$ cat src/hw/rtl/fsbc_pkg.sv
// Shared types and constants for the fan speed and boost controller.
`timescale 1ns / 1ps

package fsbc_pkg;

    localparam int unsigned TIME_W    = 32;
    localparam int unsigned DEB_W     = 16;
    localparam int unsigned SPEED_W   = 2;
    localparam int unsigned PROFILE_W = 2;
    localparam int unsigned VALUE_W   = 8;
    localparam int unsigned KIND_W    = 3;
    localparam int unsigned MIN_W     = 7;
    localparam int unsigned CFG_IDX_W = 2;

    localparam logic [SPEED_W-1:0]   TOP_SPEED   = 2'd3;
    localparam logic [PROFILE_W-1:0] TOP_PROFILE = 2'd2;
    localparam logic [SPEED_W-1:0]   SPEED_RST   = 2'd2;
    localparam logic [PROFILE_W-1:0] PROFILE_RST = 2'd0;

    localparam logic [TIME_W-1:0] MS_PER_MIN = 32'd60000;
    localparam logic [MIN_W-1:0]  MINUTES_CAP = 7'd99;

    // Remaining time at or above this gives more than 99 minutes when rounded up
    localparam logic [TIME_W-1:0] SAT_REM = 32'd5940001;

    // Below SAT_REM the rounded-up sum fits in REM_W bits
    localparam int unsigned REM_W = 23;
    localparam logic [REM_W-1:0] ROUND_UP_MS = 23'd59999;

    // floor(x / 60000) == (x * RECIP) >> RECIP_SHIFT for every x below 2**23
    localparam int unsigned RECIP_W     = 24;
    localparam int unsigned RECIP_SHIFT = 39;
    localparam logic [RECIP_W-1:0] RECIP = 24'd9162597;
    localparam int unsigned PROD_W = REM_W + RECIP_W;

    localparam logic [TIME_W-1:0] BOOST_LEN_RST = 32'd1200000;
    localparam logic [DEB_W-1:0]  DEBOUNCE_RST  = 16'd500;
    localparam logic [TIME_W-1:0] LINK_TO_RST   = 32'd10000;

    typedef enum logic [KIND_W-1:0] {
        KIND_TICK        = 3'd0,
        KIND_UP          = 3'd1,
        KIND_DOWN        = 3'd2,
        KIND_BOOST       = 3'd3,
        KIND_SET_PROFILE = 3'd4,
        KIND_SPEED_FB    = 3'd5,
        KIND_PROFILE_FB  = 3'd6
    } kind_t;

    typedef enum logic [CFG_IDX_W-1:0] {
        CFG_REMOTE_MODE  = 2'd0,
        CFG_BOOST_LENGTH = 2'd1,
        CFG_DEBOUNCE     = 2'd2,
        CFG_LINK_TIMEOUT = 2'd3
    } cfg_index_t;

    typedef struct packed {
        logic              remote_mode;
        logic [TIME_W-1:0] boost_length_ms;
        logic [DEB_W-1:0]  debounce_ms;
        logic [TIME_W-1:0] link_timeout_ms;
    } cfg_t;

    typedef struct packed {
        logic [SPEED_W-1:0]   fan_speed;
        logic                 boost_on;
        logic                 timer_refresh;
        logic [PROFILE_W-1:0] profile;
        logic                 send_speed_valid;
        logic [SPEED_W-1:0]   send_speed_level;
        logic                 send_profile_valid;
        logic [PROFILE_W-1:0] send_profile_code;
        logic                 link_lost;
    } status_t;

endpackage

$ cat src/hw/rtl/fsbc_cfg.sv
// Configuration register bank.
`timescale 1ns / 1ps

module fsbc_cfg
(
    input  logic                            clk,
    input  logic                            rst_n,
    input  logic                            cfg_valid,
    input  logic [fsbc_pkg::CFG_IDX_W-1:0]  cfg_index,
    input  logic [fsbc_pkg::TIME_W-1:0]     cfg_data,
    output fsbc_pkg::cfg_t                  cfg
);

    fsbc_pkg::cfg_t cfg_reg;

    always_ff @(posedge clk or negedge rst_n)
    begin
        if (!rst_n)
        begin
            cfg_reg.remote_mode     <= 1'b0;
            cfg_reg.boost_length_ms <= fsbc_pkg::BOOST_LEN_RST;
            cfg_reg.debounce_ms     <= fsbc_pkg::DEBOUNCE_RST;
            cfg_reg.link_timeout_ms <= fsbc_pkg::LINK_TO_RST;
        end
        else if (cfg_valid)
        begin
            case (fsbc_pkg::cfg_index_t'(cfg_index))
                fsbc_pkg::CFG_REMOTE_MODE:  cfg_reg.remote_mode     <= cfg_data[0];
                fsbc_pkg::CFG_BOOST_LENGTH: cfg_reg.boost_length_ms <= cfg_data;
                fsbc_pkg::CFG_DEBOUNCE:
                    cfg_reg.debounce_ms <= cfg_data[fsbc_pkg::DEB_W-1:0];
                fsbc_pkg::CFG_LINK_TIMEOUT: cfg_reg.link_timeout_ms <= cfg_data;
                default: ;
            endcase
        end
    end

    assign cfg = cfg_reg;

endmodule

$ cat src/hw/rtl/fsbc_step.sv
// Controller state and the per-event update logic.
`timescale 1ns / 1ps

module fsbc_step
(
    input  logic                             clk,
    input  logic                             rst_n,
    input  logic                             fire,
    input  logic [fsbc_pkg::KIND_W-1:0]      kind,
    input  logic [fsbc_pkg::VALUE_W-1:0]     value,
    input  logic [fsbc_pkg::TIME_W-1:0]      now_ms,
    input  fsbc_pkg::cfg_t                   cfg,
    output fsbc_pkg::status_t                status,
    output logic [fsbc_pkg::TIME_W-1:0]      boost_end
);

    logic [fsbc_pkg::SPEED_W-1:0]   speed_now_reg, speed_now_next;
    logic [fsbc_pkg::SPEED_W-1:0]   speed_saved_reg, speed_saved_next;
    logic [fsbc_pkg::PROFILE_W-1:0] profile_now_reg, profile_now_next;
    logic                           boosting_reg, boosting_next;
    logic [fsbc_pkg::TIME_W-1:0]    boost_end_reg, boost_end_next;
    logic [fsbc_pkg::TIME_W-1:0]    last_refresh_reg, last_refresh_next;
    logic                           fb_seen_reg, fb_seen_next;
    logic [fsbc_pkg::TIME_W-1:0]    last_fb_reg, last_fb_next;
    logic                           spd_wait_reg, spd_wait_next;
    logic [fsbc_pkg::SPEED_W-1:0]   spd_wait_level_reg, spd_wait_level_next;
    logic [fsbc_pkg::TIME_W-1:0]    spd_wait_since_reg, spd_wait_since_next;
    logic                           prf_wait_reg, prf_wait_next;
    logic [fsbc_pkg::PROFILE_W-1:0] prf_wait_code_reg, prf_wait_code_next;
    logic [fsbc_pkg::TIME_W-1:0]    prf_wait_since_reg, prf_wait_since_next;

    logic [fsbc_pkg::SPEED_W-1:0]   fb_speed;
    logic [fsbc_pkg::PROFILE_W-1:0] req_profile;
    logic                           boost_expired;
    logic                           minute_passed;
    logic                           spd_due;
    logic                           prf_due;
    logic                           link_stale;
    logic                           is_feedback;

    // Saturate speed feedback, fold unknown profiles to normal
    assign fb_speed    = (value > 8'(fsbc_pkg::TOP_SPEED)) ? fsbc_pkg::TOP_SPEED
                                                             : value[fsbc_pkg::SPEED_W-1:0];
    assign req_profile = (value > 8'(fsbc_pkg::TOP_PROFILE)) ? fsbc_pkg::PROFILE_RST
                                                               : value[fsbc_pkg::PROFILE_W-1:0];

    assign boost_expired = now_ms >= boost_end_reg;
    assign minute_passed = (now_ms - last_refresh_reg) >= fsbc_pkg::MS_PER_MIN;
    assign spd_due = spd_wait_reg
        && ((now_ms - spd_wait_since_reg) >= {16'd0, cfg.debounce_ms});
    assign prf_due = prf_wait_reg
        && ((now_ms - prf_wait_since_reg) >= {16'd0, cfg.debounce_ms});
    assign link_stale  = (now_ms - last_fb_reg) > cfg.link_timeout_ms;
    assign is_feedback = (kind == fsbc_pkg::KIND_SPEED_FB)
                      || (kind == fsbc_pkg::KIND_PROFILE_FB);

    always_comb
    begin
        speed_now_next      = speed_now_reg;
        speed_saved_next    = speed_saved_reg;
        profile_now_next    = profile_now_reg;
        boosting_next       = boosting_reg;
        boost_end_next      = boost_end_reg;
        last_refresh_next   = last_refresh_reg;
        fb_seen_next        = fb_seen_reg;
        last_fb_next        = last_fb_reg;
        spd_wait_next       = spd_wait_reg;
        spd_wait_level_next = spd_wait_level_reg;
        spd_wait_since_next = spd_wait_since_reg;
        prf_wait_next       = prf_wait_reg;
        prf_wait_code_next  = prf_wait_code_reg;
        prf_wait_since_next = prf_wait_since_reg;

        status.timer_refresh      = 1'b0;
        status.send_speed_valid   = 1'b0;
        status.send_speed_level   = '0;
        status.send_profile_valid = 1'b0;
        status.send_profile_code  = '0;

        case (fsbc_pkg::kind_t'(kind))
            fsbc_pkg::KIND_TICK:
            begin
                if (boosting_reg)
                begin
                    if (boost_expired)
                    begin
                        boosting_next           = 1'b0;
                        boost_end_next          = '0;
                        speed_now_next          = speed_saved_reg;
                        status.send_speed_valid = 1'b1;
                        status.send_speed_level = speed_saved_reg;
                    end
                    else if (minute_passed)
                    begin
                        last_refresh_next    = now_ms;
                        status.timer_refresh = 1'b1;
                    end
                end
                // A due debounced command wins over the boost-end command
                if (cfg.remote_mode)
                begin
                    if (spd_due)
                    begin
                        status.send_speed_valid = 1'b1;
                        status.send_speed_level = spd_wait_level_reg;
                        spd_wait_next           = 1'b0;
                    end
                    if (prf_due)
                    begin
                        status.send_profile_valid = 1'b1;
                        status.send_profile_code  = prf_wait_code_reg;
                        prf_wait_next             = 1'b0;
                    end
                end
            end
            fsbc_pkg::KIND_UP, fsbc_pkg::KIND_DOWN:
            begin
                if (boosting_reg)
                begin
                    boosting_next           = 1'b0;
                    boost_end_next          = '0;
                    speed_now_next          = speed_saved_reg;
                    status.send_speed_valid = 1'b1;
                    status.send_speed_level = speed_saved_reg;
                end
                else if ((kind == fsbc_pkg::KIND_UP && speed_now_reg != fsbc_pkg::TOP_SPEED)
                      || (kind == fsbc_pkg::KIND_DOWN && speed_now_reg != '0))
                begin
                    speed_now_next = (kind == fsbc_pkg::KIND_UP) ? speed_now_reg + 2'd1
                                                                   : speed_now_reg - 2'd1;
                    speed_saved_next = speed_now_next;
                    if (cfg.remote_mode)
                    begin
                        spd_wait_next       = 1'b1;
                        spd_wait_level_next = speed_now_next;
                        spd_wait_since_next = now_ms;
                    end
                    else
                    begin
                        status.send_speed_valid = 1'b1;
                        status.send_speed_level = speed_now_next;
                    end
                end
            end
            fsbc_pkg::KIND_BOOST:
            begin
                if (boosting_reg)
                begin
                    boost_end_next = boost_end_reg + cfg.boost_length_ms;
                end
                else
                begin
                    speed_saved_next        = speed_now_reg;
                    speed_now_next          = fsbc_pkg::TOP_SPEED;
                    boosting_next           = 1'b1;
                    boost_end_next          = now_ms + cfg.boost_length_ms;
                    last_refresh_next       = now_ms;
                    status.send_speed_valid = 1'b1;
                    status.send_speed_level = fsbc_pkg::TOP_SPEED;
                end
            end
            fsbc_pkg::KIND_SET_PROFILE:
            begin
                if (boosting_reg)
                begin
                    boosting_next           = 1'b0;
                    boost_end_next          = '0;
                    speed_now_next          = speed_saved_reg;
                    status.send_speed_valid = 1'b1;
                    status.send_speed_level = speed_saved_reg;
                end
                profile_now_next = req_profile;
                if (cfg.remote_mode)
                begin
                    prf_wait_next       = 1'b1;
                    prf_wait_code_next  = req_profile;
                    prf_wait_since_next = now_ms;
                end
                else
                begin
                    status.send_profile_valid = 1'b1;
                    status.send_profile_code  = req_profile;
                end
            end
            fsbc_pkg::KIND_SPEED_FB:
            begin
                fb_seen_next = 1'b1;
                last_fb_next = now_ms;
                if (!boosting_reg && fb_speed != speed_now_reg)
                begin
                    speed_now_next   = fb_speed;
                    speed_saved_next = fb_speed;
                    if (cfg.remote_mode && spd_wait_reg && fb_speed == spd_wait_level_reg)
                    begin
                        spd_wait_next = 1'b0;
                    end
                end
            end
            fsbc_pkg::KIND_PROFILE_FB:
            begin
                fb_seen_next = 1'b1;
                last_fb_next = now_ms;
                if (req_profile != profile_now_reg)
                begin
                    profile_now_next = req_profile;
                    if (cfg.remote_mode && prf_wait_reg && req_profile == prf_wait_code_reg)
                    begin
                        prf_wait_next = 1'b0;
                    end
                end
            end
            default: ;
        endcase

        status.fan_speed = speed_now_next;
        status.boost_on  = boosting_next;
        status.profile   = profile_now_next;
        // Feedback in this transaction leaves zero silence, so the link is up
        status.link_lost = !fb_seen_next || (!is_feedback && link_stale);
    end

    assign boost_end = boost_end_next;

    always_ff @(posedge clk or negedge rst_n)
    begin
        if (!rst_n)
        begin
            speed_now_reg      <= fsbc_pkg::SPEED_RST;
            speed_saved_reg    <= fsbc_pkg::SPEED_RST;
            profile_now_reg    <= fsbc_pkg::PROFILE_RST;
            boosting_reg       <= 1'b0;
            boost_end_reg      <= '0;
            last_refresh_reg   <= '0;
            fb_seen_reg        <= 1'b0;
            last_fb_reg        <= '0;
            spd_wait_reg       <= 1'b0;
            spd_wait_level_reg <= fsbc_pkg::SPEED_RST;
            spd_wait_since_reg <= '0;
            prf_wait_reg       <= 1'b0;
            prf_wait_code_reg  <= fsbc_pkg::PROFILE_RST;
            prf_wait_since_reg <= '0;
        end
        else if (fire)
        begin
            speed_now_reg      <= speed_now_next;
            speed_saved_reg    <= speed_saved_next;
            profile_now_reg    <= profile_now_next;
            boosting_reg       <= boosting_next;
            boost_end_reg      <= boost_end_next;
            last_refresh_reg   <= last_refresh_next;
            fb_seen_reg        <= fb_seen_next;
            last_fb_reg        <= last_fb_next;
            spd_wait_reg       <= spd_wait_next;
            spd_wait_level_reg <= spd_wait_level_next;
            spd_wait_since_reg <= spd_wait_since_next;
            prf_wait_reg       <= prf_wait_next;
            prf_wait_code_reg  <= prf_wait_code_next;
            prf_wait_since_reg <= prf_wait_since_next;
        end
    end

endmodule

$ cat src/hw/rtl/fsbc_remain.sv
// Remaining boost time and minute saturation check.
`timescale 1ns / 1ps

module fsbc_remain
(
    input  logic                              boost_on,
    input  logic [fsbc_pkg::TIME_W-1:0]       boost_end,
    input  logic [fsbc_pkg::TIME_W-1:0]       now_ms,
    output logic                              rem_ok,
    output logic                              rem_sat,
    output logic [fsbc_pkg::REM_W-1:0]        rem
);

    logic [fsbc_pkg::TIME_W-1:0] diff;

    assign diff    = boost_end - now_ms;
    assign rem_ok  = boost_on && (now_ms < boost_end);
    assign rem_sat = diff >= fsbc_pkg::SAT_REM;
    // Only meaningful when not saturated, where it fits in REM_W bits
    assign rem     = diff[fsbc_pkg::REM_W-1:0];

endmodule

$ cat src/hw/rtl/fsbc_minutes.sv
// Rounded-up minutes from remaining milliseconds by reciprocal multiply.
`timescale 1ns / 1ps

module fsbc_minutes
(
    input  logic                              rem_ok,
    input  logic                              rem_sat,
    input  logic [fsbc_pkg::REM_W-1:0]        rem,
    output logic [fsbc_pkg::MIN_W-1:0]        minutes
);

    logic [fsbc_pkg::REM_W-1:0]  rounded;
    logic [fsbc_pkg::PROD_W-1:0] prod;

    assign rounded = rem + fsbc_pkg::ROUND_UP_MS;
    assign prod    = fsbc_pkg::PROD_W'(rounded) * fsbc_pkg::PROD_W'(fsbc_pkg::RECIP);

    always_comb
    begin
        if (!rem_ok)
        begin
            minutes = '0;
        end
        else if (rem_sat)
        begin
            minutes = fsbc_pkg::MINUTES_CAP;
        end
        else
        begin
            minutes = prod[fsbc_pkg::RECIP_SHIFT +: fsbc_pkg::MIN_W];
        end
    end

endmodule

$ cat src/hw/rtl/fan_speed_boost_controller_core.sv
// Path: an accepted transaction goes from the input register through s1 and s2 to the output register.
// Throughput: one transaction per cycle when not stalled; state updates as an item leaves the input register.
// Pipeline: input register, state update, remaining-time subtract, minute multiply.
// Reset: asynchronous active-low; state, configuration and all valid flags return to defaults.
// Configuration writes are registered whenever cfg_valid is high (cfg_ready is always high).
`timescale 1ns / 1ps

module fan_speed_boost_controller_core
(
    input  logic                                clk,
    input  logic                                rst_n,

    input  logic                                in_valid,
    output logic                                in_stall,
    input  logic [fsbc_pkg::KIND_W-1:0]         kind,
    input  logic [fsbc_pkg::VALUE_W-1:0]        value,
    input  logic [fsbc_pkg::TIME_W-1:0]         now_ms,

    output logic                                out_valid,
    input  logic                                out_stall,
    output logic [fsbc_pkg::SPEED_W-1:0]        fan_speed,
    output logic                                boost_on,
    output logic [fsbc_pkg::MIN_W-1:0]          boost_minutes,
    output logic                                timer_refresh,
    output logic [fsbc_pkg::PROFILE_W-1:0]      profile,
    output logic                                send_speed_valid,
    output logic [fsbc_pkg::SPEED_W-1:0]        send_speed_level,
    output logic                                send_profile_valid,
    output logic [fsbc_pkg::PROFILE_W-1:0]      send_profile_code,
    output logic                                link_lost,

    input  logic                                cfg_valid,
    output logic                                cfg_ready,
    input  logic [fsbc_pkg::CFG_IDX_W-1:0]      cfg_index,
    input  logic [fsbc_pkg::TIME_W-1:0]         cfg_data
);

    fsbc_pkg::cfg_t    cfg;
    fsbc_pkg::status_t step_status;
    logic [fsbc_pkg::TIME_W-1:0] step_boost_end;

    logic                            in_v_reg;
    logic [fsbc_pkg::KIND_W-1:0]     kind_reg;
    logic [fsbc_pkg::VALUE_W-1:0]    value_reg;
    logic [fsbc_pkg::TIME_W-1:0]     now_reg;

    logic                            s1_v_reg;
    fsbc_pkg::status_t               s1_status_reg;
    logic [fsbc_pkg::TIME_W-1:0]     s1_end_reg;
    logic [fsbc_pkg::TIME_W-1:0]     s1_now_reg;

    logic                            s2_v_reg;
    fsbc_pkg::status_t               s2_status_reg;
    logic                            s2_ok_reg;
    logic                            s2_sat_reg;
    logic [fsbc_pkg::REM_W-1:0]      s2_rem_reg;

    logic                            out_v_reg;
    fsbc_pkg::status_t               out_status_reg;
    logic [fsbc_pkg::MIN_W-1:0]      out_min_reg;

    logic                            rem_ok;
    logic                            rem_sat;
    logic [fsbc_pkg::REM_W-1:0]      rem;
    logic [fsbc_pkg::MIN_W-1:0]      minutes;

    logic ready_out;
    logic ready_s2;
    logic ready_s1;
    logic ready_in;
    logic fire;

    // Each stage loads when empty or when its contents move on
    assign ready_out = !out_v_reg || !out_stall;
    assign ready_s2  = !s2_v_reg || ready_out;
    assign ready_s1  = !s1_v_reg || ready_s2;
    assign ready_in  = !in_v_reg || ready_s1;
    assign fire      = in_v_reg && ready_s1;
    assign in_stall  = !ready_in;
    assign cfg_ready = 1'b1;

    fsbc_cfg u_cfg
    (
        .clk       (clk),
        .rst_n     (rst_n),
        .cfg_valid (cfg_valid),
        .cfg_index (cfg_index),
        .cfg_data  (cfg_data),
        .cfg       (cfg)
    );

    fsbc_step u_step
    (
        .clk       (clk),
        .rst_n     (rst_n),
        .fire      (fire),
        .kind      (kind_reg),
        .value     (value_reg),
        .now_ms    (now_reg),
        .cfg       (cfg),
        .status    (step_status),
        .boost_end (step_boost_end)
    );

    fsbc_remain u_remain
    (
        .boost_on  (s1_status_reg.boost_on),
        .boost_end (s1_end_reg),
        .now_ms    (s1_now_reg),
        .rem_ok    (rem_ok),
        .rem_sat   (rem_sat),
        .rem       (rem)
    );

    fsbc_minutes u_minutes
    (
        .rem_ok  (s2_ok_reg),
        .rem_sat (s2_sat_reg),
        .rem     (s2_rem_reg),
        .minutes (minutes)
    );

    always_ff @(posedge clk or negedge rst_n)
    begin
        if (!rst_n)
        begin
            in_v_reg  <= 1'b0;
            s1_v_reg  <= 1'b0;
            s2_v_reg  <= 1'b0;
            out_v_reg <= 1'b0;
        end
        else
        begin
            if (ready_in)
            begin
                in_v_reg <= in_valid;
            end
            if (ready_s1)
            begin
                s1_v_reg <= in_v_reg;
            end
            if (ready_s2)
            begin
                s2_v_reg <= s1_v_reg;
            end
            if (ready_out)
            begin
                out_v_reg <= s2_v_reg;
            end
        end
    end

    always_ff @(posedge clk)
    begin
        if (ready_in && in_valid)
        begin
            kind_reg  <= kind;
            value_reg <= value;
            now_reg   <= now_ms;
        end
        if (fire)
        begin
            s1_status_reg <= step_status;
            s1_end_reg    <= step_boost_end;
            s1_now_reg    <= now_reg;
        end
        if (ready_s2 && s1_v_reg)
        begin
            s2_status_reg <= s1_status_reg;
            s2_ok_reg     <= rem_ok;
            s2_sat_reg    <= rem_sat;
            s2_rem_reg    <= rem;
        end
        if (ready_out && s2_v_reg)
        begin
            out_status_reg <= s2_status_reg;
            out_min_reg    <= minutes;
        end
    end

    assign out_valid          = out_v_reg;
    assign fan_speed          = out_status_reg.fan_speed;
    assign boost_on           = out_status_reg.boost_on;
    assign boost_minutes      = out_min_reg;
    assign timer_refresh      = out_status_reg.timer_refresh;
    assign profile            = out_status_reg.profile;
    assign send_speed_valid   = out_status_reg.send_speed_valid;
    assign send_speed_level   = out_status_reg.send_speed_level;
    assign send_profile_valid = out_status_reg.send_profile_valid;
    assign send_profile_code  = out_status_reg.send_profile_code;
    assign link_lost          = out_status_reg.link_lost;

    a_minutes_need_boost: assert property (@(posedge clk) disable iff (!rst_n)
        out_valid |-> (boost_minutes == '0 || boost_on))
        else $error("boost minutes reported without a running boost");

    a_minutes_capped: assert property (@(posedge clk) disable iff (!rst_n)
        out_valid |-> (boost_minutes <= fsbc_pkg::MINUTES_CAP))
        else $error("boost minutes above cap");

    a_refresh_needs_boost: assert property (@(posedge clk) disable iff (!rst_n)
        out_valid && timer_refresh |-> boost_on)
        else $error("timer refresh without a running boost");

    a_idle_commands_zero: assert property (@(posedge clk) disable iff (!rst_n)
        out_valid |-> ((send_speed_valid || send_speed_level == '0)
                    && (send_profile_valid || send_profile_code == '0)))
        else $error("command payload nonzero without its valid bit");

endmodule

$ cat config.mk
export PLATFORM = sky130hd
export DESIGN_NAME = fan_speed_boost_controller_core
export DESIGN_NICKNAME = d
export VERILOG_FILES = /design/src/hw/rtl/fsbc_pkg.sv /design/src/hw/rtl/fsbc_cfg.sv /design/src/hw/rtl/fsbc_step.sv /design/src/hw/rtl/fsbc_remain.sv /design/src/hw/rtl/fsbc_minutes.sv /design/src/hw/rtl/fan_speed_boost_controller_core.sv
export SDC_FILE = /design/constraint.sdc
export NUM_CORES = 2
export LEC_CHECK = 0
export BUFFER_PORTS_ARGS = -buffer_cell sky130_fd_sc_hd__buf_2
export CAP_MARGIN = 0
export CORE_MARGIN = 4
export CORE_UTILIZATION = 50
export DETAILED_ROUTE_END_ITERATION = 16
export PLACE_DENSITY = 0.66
export SYNTH_ARGS = -nofsm -noshare
export SYNTH_HDL_FRONTEND = slang
export SYNTH_SLANG_ARGS = --single-unit
export TNS_END_PERCENT = 20
$ cat constraint.sdc
create_clock -name clk -period 10.6 [get_ports clk]
set_input_delay 0.53 -clock clk [delete_from_list [all_inputs] [get_ports clk]]
set_output_delay 0.53 -clock clk [all_outputs]
set_load 0.01 [all_outputs]
After elaboration in Yosys (flattened, before gate mapping):

Index checks and enable logic that the tools add are counted.

* register bits: 437
* output and inout port bits: 23
* logic and storage cells: 224

* multiplexer cells: 59
* add/subtract/negate cells: 10
* bitwise gates (word level): 3
* eq/ne operators: 29
* magnitude comparators: 9
* reductions and logical operators: 54
* multiply operators: 1

Operator list (number)
* 32-bit two-way mux: 8
* 32-bit subtractor: 5
* 32-bit case mux with 3 select lines: 1
* 32-bit adder: 2
* 32-bit by 16-bit >= comparator with 1-bit output: 2
* 32-bit case mux with 2 select lines: 1
* 23-bit by 24-bit multiplier with 46-bit output (second input constant): 1
* 32-bit by 16-bit >= comparator with 1-bit output (second input constant): 1
* 32-bit by 23-bit >= comparator with 1-bit output (second input constant): 1
* 32-bit >= comparator: 1
* 32-bit > comparator: 1
* 32-bit less-than comparator: 1
* 3-bit two-way mux: 10
* 2-bit two-way mux: 14
* 23-bit by 16-bit adder with 23-bit output (second input constant): 1
* 2-bit != test (second input constant): 11
* 8-bit by 2-bit > comparator with 1-bit output (second input constant): 2
* 1-bit logical AND: 15
* 1-bit two-way mux: 15
* 3-bit case mux with 4 select lines: 1
* 2-bit by 1-bit != test with 1-bit output (second input constant): 5
* 2-bit case mux with 5 select lines: 1
* 2-bit AND reduction: 5
* 5-bit AND reduction: 2
* other kinds (28): 58

Logic depth before layout (Yosys ltp):

* depth in word-level cells: 7
* depth in mapped cells: 36
* mapped depth without buffers: 36

Cells and area by module:

From an unflattened synthesis, not the netlist that was laid out.

* cell total of the unflattened synthesis: 4036
* area total of the unflattened synthesis: 40059.7 um^2

Modules (own cells, without submodules)
* fsbc_step: cells each 2349, instances 1, sequential area each 4357.9 um^2, area an instance 19376.1 um^2
* fsbc_minutes: cells each 985, instances 1, sequential area each 0.0 um^2, area an instance 9731.8 um^2
* fan_speed_boost_controller_core: cells each 196, instances 1, sequential area each 5445.2 um^2, area an instance 5535.3 um^2
* fsbc_cfg: cells each 173, instances 1, sequential area each 2050.7 um^2, area an instance 3214.3 um^2
* fsbc_remain: cells each 333, instances 1, sequential area each 0.0 um^2, area an instance 2202.1 um^2

Least setup slack after synthesis:

No wires, ideal clock.

* path type: register to register
* from: reg s2_rem_reg[0] (netlist name)
* to: reg out_min_reg, in the netlist boost_minutes[6], data pin
* library setup time: 0.254 ns
* slack: 1.585 ns
* required time: 10.346 ns
* buffers on the path: 0
* cell stages (with the launch flop): 33
* period minus slack after synthesis: 9.015 ns
* data arrival time: 8.760 ns
* path through: edfxtp_1 -> inv_1 -> ha_1 -> or4b_2 -> a21oi_1 -> o21bai_1 -> and2_1 -> o21ai_0 -> nand3b_1 -> nand4_1 -> xnor2_1 -> inv_1 -> fa_1 -> inv_1 -> fa_1 -> fa_1 -> inv_1 -> fa_1 -> fa_1 -> fa_1 -> ha_1 -> ha_1 -> a21o_1 -> a21o_1 -> a21oi_1 -> and3_1 -> nand4_1 -> a311oi_1 -> a21oi_1 -> a41o_1 -> nor2_1 -> xnor2_1 -> o21a_1

* cells in the longest elaborated chain, start to end: 3

RTL lines
* from (decl): line fan_speed_boost_controller_core.sv:56 `logic [fsbc_pkg::REM_W-1:0] s2_rem_reg;`
* from (signal assigned): line fan_speed_boost_controller_core.sv:172 `s2_rem_reg <= rem;`
* 23-bit by 16-bit adder with 23-bit output: line fsbc_minutes.sv:15 `assign rounded = rem + fsbc_pkg::ROUND_UP_MS;`
* 23-bit by 24-bit multiplier with 46-bit output: line fsbc_minutes.sv:16 `assign prod = fsbc_pkg::PROD_W'(rounded) * fsbc_pkg::PROD_W'(fsbc_pkg::RECIP);`
* 7-bit two-way mux: line fsbc_minutes.sv:24 `else if (rem_sat)`
* to (signal assigned): line fan_speed_boost_controller_core.sv:177 `out_min_reg <= minutes;`
* to (decl): line fan_speed_boost_controller_core.sv:60 `logic [fsbc_pkg::MIN_W-1:0] out_min_reg;`

Every way passes these cells.
A chain may end at the register's enable or synchronous reset.

Final worst setup path:

Same ends and word-level chain as after synthesis.

==> run_results.csv <==
group,metric,value,unit
clock_network,cts_buffer_depth,3,
yosys,synth_seq_cells,437,
critical_path,r2r-end,"boost_minutes[6]",
global_routing,first_global_vias,30040,
floorplan,die_h,289.7,um
critical_path,rr_worst_depth,32,
global_routing,track_usage,25.67,%
yosys,ys_warn_count,0,
route,drt-pass1-iter-count,5,
yosys,synth_cells,4139,
route,antenna_left,0,
global_routing,grt_overflow,0,
final_layout,largest_reg_flops,81,
timing,rsz0062_at_grt,"no",
final_layout,final_common_cell,"inv_1",
clock_network,cts-resized-gates,0,
clock_network,cts.sinks,437,
clock_network,cts_inserted_buffers,49,
critical_path,cp_num_cells,32,
final_layout,insertedDiodeCount,0,
final_layout,post-route-cell-area,43310,sq um
placement,gp_congestion,0.9321,
global_routing,grt_max_degree,158,
final_layout,post_route_cells_drive_above_1_share,11.05,%
clock_network,hold_buffers,0,
clock_network,insertion_delay,0.62,ns
clock_network,cts_tree,"done",
critical_path,rrSetupSlack,0.93,ns
floorplan,io_pins,105,
route,drtIter0Drc,2219,
critical_path,crit_slowest_cell,"a311oi_1",
route,drc_errors,0,
yosys,yosysUniqueCellTypes,91,
global_routing,antenna_found_initial,4,
clock_network,post_cts_buffers,0,
route,wl_per_cell,20.21,um
clock_network,path_clk_slew,0.06,ns
yosys,syn_nets,4944,
critical_path,path_buf_inv,4,
critical_path,slowest_delay,0.63,ns
critical_path,path_class,"reg -> reg",
timing,holdWs,-0.01182,ns
timing,fin_crit_sh,91.22,%
timing,setup-tns-final,0,ns
placement,dp_hpwl,81880,um
yosys,synth_ff_type,"dfrtp_1",
placement,portBuffers,103,
final_layout,syn_to_final_growth,9.166,%
route,num_vias,30600,
final_layout,nets,5047,
floorplan,rows,103,
yosys,synthArstFlopShare,59.27,%
floorplan,die_x,289.7,um
global_routing,grt_pass1_wl,167800,um
floorplan,dieArea,83910,sq um
placement,dp_slack,0.8717,ns
clock_network,cts_root_buf,"clkbuf_16",
route,routed_wl,107800,um
timing,fmax,103.4,MHz
critical_path,critPathMaxFanout,8,
critical_path,cp_top_family,"adder cells",
final_layout,multi_input_area,25070,sq um
critical_path,cp.required,10.96,ns
critical_path,critPathLaunchType,"flop",
outcome,violations,"negative hold slack",
final_layout,final_cell_mix,"inv_1 (606), ha_1 (510), nand2_1 (306)",
yosys,ys_seq_area_share,29.88,%
floorplan,initial_core_util,50.30,%
timing,setup_ws,0.9306,ns
timing,slew_headroom,24.88,%
timing,drv_slew,0,
placement,post_dp_cell_area,41610,sq um
outcome,status,"finished, violations left",
critical_path,path_common_cell,"fa_1",
yosys,synth_edf_count,178,
clock_network,cts.htree.levels,2,
yosys,syn_area_per_cell,9.584,sq um
timing,worst_pin_slew,1.123,ns
floorplan,core_area,78870,sq um
worst_hold_path,min_path_type,"in -> async",
final_layout,fill_cells,7131,
critical_path,cp-end-kind,"flop",
final_layout,seq_area,11860,sq um
timing,clock_skew,0.04468,ns
timing,final_hold_viol_count,9,
route,via_per_inst,5.740,
yosys,synth.cell_area,39670,sq um
critical_path,crit_start,"s2_rem_reg[0]",
critical_path,r2r_start,"s2_rem_reg[0]",
timing,period_needed,9.669,ns
timing,setup_violations,0,
critical_path,arrival,10.03,ns
critical_path,cp-endpoint,"boost_minutes[6]",
run,maxCapViolations,0,
==> per-layer routing <==
metal	vias to the layer above	GRT usage [%]	share of wire (%)	wire, um
met5	-	0	0.034	37
met4	6	9.653	4.2	4507
met2	819	43.03	47	51040
li1	14820	-	-	-
met3	173	3.294	5.2	5658
met1	14780	34.15	43	46540
==> stage by stage <==
stage,util (%),std cells
after floorplan,-,4139
after global placement,52.76,5241
after detailed placement,52.76,5241
after CTS,54.91,5332
after global routing,54.91,5332
final,54.91,5332
==> layout make-up <==
type	instances	share of cell area (%)
Inverter	608	5.282
Clock inverter	31	0.8350
Sequential cell	437	27.38
Timing Repair Buffer	177	2.525
Tap cell	1050	3.034
Multi-Input combinational cell	2969	57.88
Clock buffer	60	3.068
==> worst min path at each step <==
stage                     slack, ns  cells after the start              from                     endpoint
after floorplan                0.23                      0             rst_n                     in_v_reg
after global placement         0.40                      0  s2_status_reg[8]                   profile[1]
after detailed placement       0.40                      0  s1_status_reg[7]             s2_status_reg[7]
after CTS                     0.009                      1             rst_n  u_step.prf_wait_code_reg[1]
after global routing           0.03                      1             rst_n  u_step.prf_wait_code_reg[1]
final                         -0.01                      1             rst_n  u_step.prf_wait_code_reg[1]
==> cell usage after synthesis (14+ instances only) <==
cell	number	area, sq um
or3_1	23	143.9
fa_1	213	4264
a2111oi_0	14	122.6
nand3_1	124	620.6
or2_2	17	106.4
a211oi_1	21	157.7
mux2_2	146	1644
o21bai_1	16	120.1
a21o_1	115	863.3
o311a_1	34	340.3
and2_1	20	125.1
and3_1	28	175.2
nor4_1	20	125.1
o211ai_1	63	473.0
xnor2_1	108	945.9
nor3_1	45	225.2
a31oi_1	27	168.9
nor2b_1	37	231.5
nand2_1	307	1152
a22o_1	33	289.0
a21oi_1	230	1151
clkbuf_1	103	386.6
nand2b_1	47	294.0
o31ai_1	14	105.1
o21a_1	38	285.3
edfxtp_1	178	5345
o2bb2ai_1	17	148.9
dfrtp_1	237	5931
o21ai_0	201	1006
inv_1	606	2275
ha_1	510	6381
xor2_1	63	551.8
nor2_1	160	600.6
dfstp_2	22	578.1
nand4_1	86	538.0
==> cell families (layout without fill, tap and decap cells) <==
group	Yosys count	after routing	share of synthesized area (%)
AOI/OAI and AO/OA	949	949	15.94
xor gates and xnor gates	171	171	3.775
adders and majority gates	724	724	26.86
buffers and inverters	733	876	7.043
DFF	437	437	29.88
muxes	158	158	4.450
other	1	1	0.009453
and+or+nand+nor	966	966	12.04
Power is left out: the tool's default activity adds up to more than one toggle a clock period on the data nets, which glitch-free logic cannot reach.
